==> config.mk <==
export PLATFORM = sky130hd
export DESIGN_NAME = btot_axis_check
export DESIGN_NICKNAME = d
export VERILOG_FILES = /design/src/rtl/btot_pkg.sv /design/src/rtl/btot_axis_check.sv
export SDC_FILE = /design/constraint.sdc
export NUM_CORES = 1
export LEC_CHECK = 0
export BUFFER_PORTS_ARGS = -buffer_cell sky130_fd_sc_hd__buf_2
export CORE_ASPECT_RATIO = 0.6
export CORE_MARGIN = 4
export CORE_UTILIZATION = 35
export DETAILED_ROUTE_END_ITERATION = 7
export PLACE_DENSITY = 0.62
export SYNTH_ARGS = -nofsm -noshare
export SYNTH_HDL_FRONTEND = slang
export SYNTH_SLANG_ARGS = --single-unit
==> constraint.sdc <==
create_clock -name vclk -period 10.3
set_input_delay 1.545 -clock vclk [all_inputs]
set_output_delay 1.545 -clock vclk [all_outputs]
set_load 0.1 [all_outputs]
==> src/rtl/btot_pkg.sv <==
// ----------------------------------------------------------------------------
// btot_pkg
// shared constants for the box / triangle overlap pipeline
// ----------------------------------------------------------------------------
package btot_pkg;

    // default coordinate width, q8.8
    localparam int COORD_BITS_DEF = 16;

    // three vertices, three dimensions
    localparam int N_VERT = 3;
    localparam int N_DIM  = 3;

    // cyclic successor and predecessor of a dimension or vertex index
    localparam int NEXT_IDX [3] = '{1, 2, 0};
    localparam int PREV_IDX [3] = '{2, 0, 1};

endpackage

==> src/rtl/btot_axis_check.sv <==
// ----------------------------------------------------------------------------
// btot_axis_check
// interval of three projections against a symmetric radius on one axis
// ----------------------------------------------------------------------------
module btot_axis_check #(
    parameter int W = 8
) (
    input  logic signed [W-1:0] proj [btot_pkg::N_VERT],
    input  logic        [W-1:0] radius,
    output logic                overlap
);
    import btot_pkg::*;

    logic signed [W-1:0] lo;
    logic signed [W-1:0] hi;
    logic signed [W-1:0] r_pos;
    logic signed [W-1:0] r_neg;

    // radius is always below half the range, so it reads as a positive value
    always_comb begin
        lo = proj[0];
        hi = proj[0];
        for (int j = 1; j < N_VERT; j++) begin
            if (proj[j] < lo) lo = proj[j];
            if (proj[j] > hi) hi = proj[j];
        end
        r_pos   = $signed(radius);
        r_neg   = -r_pos;
        // touching counts as overlap
        overlap = !((lo > r_pos) || (hi < r_neg));
    end

endmodule

# Word-level counts from Yosys, hierarchy flattened
# Index checks and enable logic that the tools add are counted.
dict set report classes {
  order_cmp 6
  add_sub_neg 1
  mux 4
  n_reduce_logical 2
}
# cell n
set ops {}
lappend ops {{2-to-1 mux 8 bit} 4}
lappend ops {{> comparator 8 bit} 3}
lappend ops {{< comparator 8 bit} 3}
lappend ops {{negator 8 bit} 1}
lappend ops {{zero test 1 bit} 1}
lappend ops {{logical OR 1 bit} 1}
dict set report totals {
  inputBits 32
  ff_bits 0
}

# Depth between registers and ports, before layout
# Gate-level depths: netlist of the first run.
dict set report depth {
  word_depth 7
  depth_mapped 25
}

# Worst setup path before layout of the first run
# OpenSTA, ideal clock, no wires.
dict set report synth_timing {
  path_type {input to output}
  start {in proj[17] in the netlist's numbering}
  end {out overlap}
  t_arrival_ns 6.446
  path_stages 24
  t_required_ns 8.755
  path_slack_ns 2.309
  path_cell_list {inv_1 ha_1 nor2b_1 o211ai_2 a21oi_2 o21ai_2 buf_2 a21oi_1 ha_1 a21o_1 a2111oi_4 o21ai_1 and2_1 a31o_1 buf_6 mux2i_1 ha_1 nor2b_1 o21ai_0 nand2b_1 a21oi_1 o21a_1 o22ai_1 a211oi_2}
}
dict set report synth_via {
  elab_chain_len 7
  elab_cells_between_ends 12
  cone_classes {order compare: 6; mux: 4; reduce/logical: 2}
}
# item line_no
set synth_rtl {}
lappend synth_rtl {{start: declaration} btot_axis_check.sv:8} ;# input logic signed [W-1:0] proj [btot_pkg::N_VERT],
lappend synth_rtl {{< comparator 8 bit / > comparator 8 bit (equally long branches)} {btot_axis_check.sv:24, btot_axis_check.sv:25}}
lappend synth_rtl {{2-to-1 mux 8 bit, on equally long branches} {btot_axis_check.sv:24, btot_axis_check.sv:25}}
lappend synth_rtl {{< comparator 8 bit / > comparator 8 bit (equally long branches)} {btot_axis_check.sv:24, btot_axis_check.sv:25}}
lappend synth_rtl {{2-to-1 mux 8 bit, on equally long branches} {btot_axis_check.sv:24, btot_axis_check.sv:25}}
lappend synth_rtl {{> comparator 8 bit / < comparator 8 bit (equally long branches)} btot_axis_check.sv:30} ;# overlap = !((lo > r_pos) || (hi < r_neg));
lappend synth_rtl {{logical OR 1 bit (*)} btot_axis_check.sv:30}
lappend synth_rtl {{zero test 1 bit (*)} btot_axis_check.sv:30}
lappend synth_rtl {{end: declaration} btot_axis_check.sv:10} ;# output logic overlap
# Every way passes the cells marked *; elsewhere a longest branch is shown, timed or not.

# Final worst setup path of the first run
dict set report layout_timing {
  start {in proj[9] in the netlist's numbering}
  end {out overlap}
}
# Same word-level chain as after synthesis.

==> qor.csv, run 1 <==
stage,metric,value,unit
worst_setup_path,critical path class,in2out,
worst_setup_path,"critical path, cell by cell",buf_2 -> ha_1 -> nor2b_1 -> o211ai_2 -> a21oi_2 -> o21ai_2 -> nor2_1 -> a21oi_1 -> ha_1 -> a21o_1 -> a2111oi_4 -> o21ai_1 -> and2_1 -> a31o_1 -> mux2i_1 -> ha_1 -> a2111oi_0 -> o21a_1 -> o22ai_1 -> a211oi_2 -> buf_2,
timing,Fin Setup TNS,0,ns
drt,met2 WL,1.30,mm
drt,remaining antenna violation count,0,
drt,top sig layer,met3,
die,die extent in y,58.5,microns
power,power per cell area,92.5,mW/mm^2
drt,vias,1438,
worst_setup_path,CP max FO,17,
timing,hold slack,3.96,ns
drt,Routed Wire Length,3.86,mm
timing,max_slew headroom,56.6,%
finish,Reg area,0,sq um
logic_synthesis,Mapped Nets,262,
worst_setup_path,CP top delay family,compound AO/OA/AOI/OAI gates,
grt,all-layer global routing usage,14.1,%
grt,largest net degree at the start of global routing,18,
drt,Initial DRC Count,115,
finish,post-route cell area,0.00169,sq mm
drt,detailed-route DRC error count,0,
finish,# diodes,0,
finish,Seq cells,0,
placement,"Cell Area, Placed",0.00169,sq mm
die,row cnt,18,
timing,fmax,123,MHz
logic_synthesis,Ys Warns,0,
worst_setup_path,critical path buffer and inverter count,2,
placement,dpl ws,2.26,ns
grt,GRT overflow,0,
timing,Worst-Margin Slew,0.651,ns
clocking,Post-CTS Setup Bufs,0,
finish,"leading cell type in the layout, fill and taps excluded",ha_1,
timing,final worst slack,2.15,ns
placement,GP Congestion,0.829,
worst_setup_path,Crit-path slowest cell,o21ai_2,
finish,NumNets Final,294,
timing,crit share post-route,79.1,%
die,die area,0.00538,sq mm
finish,layout cells sized above 1,19.0,%
finish,Layout Utilization,41.3,%
finish,clk_buf instances,0,
power,Leak,0.915,nW
min_path,Hold Crit Class,in2out,
min_path,hold path start,radius[7],
placement,placed insts,281,
grt,initial antenna violation count,0,
power,Total Power,0.157,mW
grt,first-pass GRT wire length,6.31,mm
grt,number of global-route vias before repair,1299,
clocking,Post-CTS Resized,0,
finish,Layout area overhead,14.1,%
power,worst-case vdd ir drop,0.0311,mV
drt,1st-pass router iterations,4,
logic_synthesis,"Seq/Total Area, Yosys",0,%
finish,Finished Layout Cells,281,
worst_setup_path,CP Data Required Time,8.76,ns
drt,Metal-1 WL,2.32,mm
worst_setup_path,worst path arrival time,6.60,ns
logic_synthesis,Post-Syn Area,0.00149,sq mm
placement,Port Buf Inserts,33,
timing,RSZ-0062 raised after global routing,no,
drt,met3 wire len,240,microns
worst_setup_path,CP endpoint kind,output pin,
clocking,hold-fix buffers at CTS,0,
worst_setup_path,largest stage delay on the critical path,0.53,ns
drt,DR WL/cell,13.8,microns
logic_synthesis,cells after synthesis,191,
die,Core Box Area,0.00410,sq mm
drt,DR vias/cell,5.12,
worst_setup_path,cell mode on critical path,ha_1,
outcome,status,"complete, no violations",
die,die width,92.1,microns
placement,DP HPWL,3.55,mm
timing,Final setup viols,0,
worst_setup_path,Critical Path Source Type,input pin,
die,Starting Density,36.2,%
finish,most frequent cells in the layout,"39 x ha_1, 33 x buf_2, 29 x inv_1",
worst_setup_path,origin of the worst setup path,proj[9],
run,Max Cap Viol,0,
logic_synthesis,count of different cell masters after synthesis,41,
timing,Final Critical Period,8.15,ns
timing,Final Hold Viols,0,
timing,Max Slew Vio Count,0,
logic_synthesis,Post-Syn Area per Cell,7.78,sq um
die,IO Count,33,
[worst paths after layout]
check                 endpoint  cells past startpoint
worst max-delay path   overlap                     21
worst min-delay path   overlap                      6
[logic make-up after synthesis]
family	Yosys count	synth area share, %
simple gates	45	15.4
compound gates	46	23.3
fa+ha+maj	39	32.9
mux	23	15.5
xor+xnor	5	2.95
buf+inv	33	9.94
[synth_stat cells, types with 2 or more instances]
library cell,number,area (sq um)
ha_1,39,488
nand4_1,4,25.0
a21o_1,2,15.0
nand2b_1,2,12.5
o31ai_1,2,15.0
inv_1,29,109
a21oi_1,16,80.1
nor2_1,15,56.3
mux2i_1,23,230
o21ai_1,2,10.0
a2111oi_4,2,55.1
buf_6,3,33.8
o21ai_0,7,35.0
nand2_1,7,26.3
nand3_1,5,25.0
xnor2_1,4,35.0
nor2b_1,5,31.3
[power breakdown]
group	internal (mW)	total [mW]	switching, mW
Combinational	0.0642	0.157	0.0925
Sequential	0	0	0
Clock	0	0	0
[routing by layer]
metal / vias to the layer above / global-route usage (%)
li1: 759 / -
met1: 643 / 25.3
met2: 36 / 18.0
met3: 0 / 1.02
met4: 0 / 0
met5: - / 0
[layout make-up]
type	count	area (sq um)
multi-input cells	158	1340
well taps	60	75.1
repair buffers	34	173
fillers	452	2400
inverters	29	109
Note: power is estimated with default switching activity, not from simulation.
==> run 2, diff against run 1 <==
--- a/config.mk
+++ b/config.mk
@@ -10,7 +10,7 @@
 export CORE_MARGIN = 4
 export CORE_UTILIZATION = 35
 export DETAILED_ROUTE_END_ITERATION = 7
-export PLACE_DENSITY = 0.62
+export PLACE_DENSITY = 0.64
 export SYNTH_ARGS = -nofsm -noshare
 export SYNTH_HDL_FRONTEND = slang
 export SYNTH_SLANG_ARGS = --single-unit
==> constraint.sdc (replaced) <==
create_clock -name vclk -period 6.7
set_input_delay 1.005 -clock vclk [all_inputs]
set_output_delay 1.005 -clock vclk [all_outputs]
set_load 0.1 [all_outputs]
==> run 2 against run 1 <==
Effect of this change:
- final cell count rose by 1.8%
- sequential share of layout area unchanged
- highest routed layer unchanged
- via count shrank 2.4%
==> qor.csv, run 2 (same netlist as run 1, synthesis figures left out) <==
stage,metric,value,unit,change
drt,Initial DRC Count,80,,-30%
finish,"leading cell type in the layout, fill and taps excluded",ha_1,,
timing,Fin Setup TNS,0,ns,unchanged
power,worst-case vdd ir drop,0.0642,mV,+110%
outcome,status,"complete, no violations",,
worst_setup_path,Critical Path Source Type,input pin,,
drt,DR WL/cell,13.2,microns,-3.7%
timing,hold slack,2.83,ns,-1.13 ns
worst_setup_path,worst path arrival time,5.45,ns,-1.15 ns
timing,Final Hold Viols,0,,unchanged
timing,max_slew headroom,70.7,%,+14 points
die,Core Box Area,0.00410,sq mm,unchanged
finish,# diodes,0,,unchanged
placement,GP Congestion,0.936,,+13%
placement,DP HPWL,3.39,mm,-4.4%
placement,Port Buf Inserts,33,,unchanged
finish,Layout Utilization,43.9,%,+2.5 points
drt,DR vias/cell,4.91,,-4.1%
run,Max Cap Viol,0,,unchanged
timing,Max Slew Vio Count,0,,unchanged
drt,1st-pass router iterations,4,,unchanged
timing,Final setup viols,0,,unchanged
worst_setup_path,critical path class,in2out,,
drt,remaining antenna violation count,0,,unchanged
drt,vias,1404,,-2.4%
die,die extent in y,58.5,microns,unchanged
finish,most frequent cells in the layout,"39 x ha_1, 32 x buf_2, 29 x inv_1",,
finish,Seq cells,0,,unchanged
finish,clk_buf instances,0,,unchanged
timing,fmax,155,MHz,
power,Leak,0.955,nW,+4.3%
power,power per cell area,153,mW/mm^2,+65%
die,row cnt,18,,unchanged
grt,initial antenna violation count,0,,unchanged
worst_setup_path,CP Data Required Time,5.69,ns,-3.07 ns
grt,largest net degree at the start of global routing,12,,-6
grt,all-layer global routing usage,13.4,%,-0.69 points
worst_setup_path,CP endpoint kind,output pin,,
finish,Reg area,0,sq um,unchanged
grt,first-pass GRT wire length,6.00,mm,-4.8%
finish,NumNets Final,299,,+1.7%
grt,GRT overflow,0,,unchanged
die,Starting Density,36.2,%,unchanged
drt,Routed Wire Length,3.79,mm,-2.0%
drt,detailed-route DRC error count,0,,unchanged
timing,Worst-Margin Slew,0.439,ns,-0.212 ns
finish,Layout area overhead,21.1,%,
finish,area of the multi-input gates,0.00138,sq mm,+2.9%
worst_setup_path,CP max FO,7,,-10
timing,Final Critical Period,6.46,ns,
grt,number of global-route vias before repair,1254,,-3.5%
die,die width,92.1,microns,unchanged
timing,crit share post-route,96.4,%,
finish,layout cells sized above 1,22.6,%,+3.6 points
die,die area,0.00538,sq mm,unchanged
die,IO Count,33,,unchanged
min_path,Hold Crit Class,in2out,,
finish,filler cell count,454,,+0.44%
-- run 2: cell types whose count changed in the layout (fill, tap and decap cells not counted), sizes merged --
cell | previous run | this run
buf | 34 | 39
-- run 2: worst paths after layout --
kind                      from      end  slack (ns)  depth (start not counted)
worst max-delay path  proj[17]  overlap        0.24                         22
worst min-delay path   proj[8]  overlap        2.83                          5
-- run 2: stage by stage --
stage | power [mW] | cells | worst slack [ns] | instance area, sq um
after global routing | 0.299 | 286 | -0.00387 | 1800
after detailed placement | 0.262 | 284 | 0.0206 | 1750
after floorplan | 0.195 | 191 | 0.183 | 1490
after CTS | 0.264 | 284 | 0.00134 | 1750
final | 0.274 | 286 | 0.243 | 1800
after global placement | 0.263 | 284 | 0.0581 | 1750
-- run 2: final cells by class --
class | instances | share of cell area [%]
tap | 60 | 4.18
inverter | 29 | 6.05
multi-input combinational | 158 | 76.5
timing repair buffer | 39 | 13.2
-- run 2: what timing repair did --
item / CTS / global route
gates resized for setup: 0 / 7
buffers inserted: 0 / 2
hold buffers: 0 / 0
endpoints found under the setup margin: 0 / 1
-- run 2: layer usage --
| layer | track usage (%) | routed length, microns | vias up |
|---|---|---|---|
| li1 | - | - | 773 |
| met1 | 23.4 | 2240 | 596 |
| met2 | 17.5 | 1310 | 35 |
| met3 | 1.66 | 236 | 0 |
| met4 | 0 | 0 | 0 |
| met5 | 0 | 0 | - |
-- run 2: worst max-delay path, cell delays in order --
cell	delay, ns
buf_2	0.09
inv_1	0.05
ha_1	0.28
nor2b_1	0.14
o211ai_2	0.16
a21oi_2	0.11
o21ai_4	0.26
nor2_1	0.09
a21oi_2	0.13
ha_1	0.26
a21o_1	0.21
a2111oi_4	0.39
o21ai_1	0.11
and2_1	0.20
a31o_4	0.27
mux2i_1	0.20
ha_1	0.27
a2111oi_1	0.49
o21a_1	0.19
o22ai_1	0.11
a211oi_4	0.23
buf_12	0.21
-- run 2: report_power, final --
group / switching, mW / internal, mW
combinational: 0.151 / 0.123
clock: 0 / 0
sequential: 0 / 0
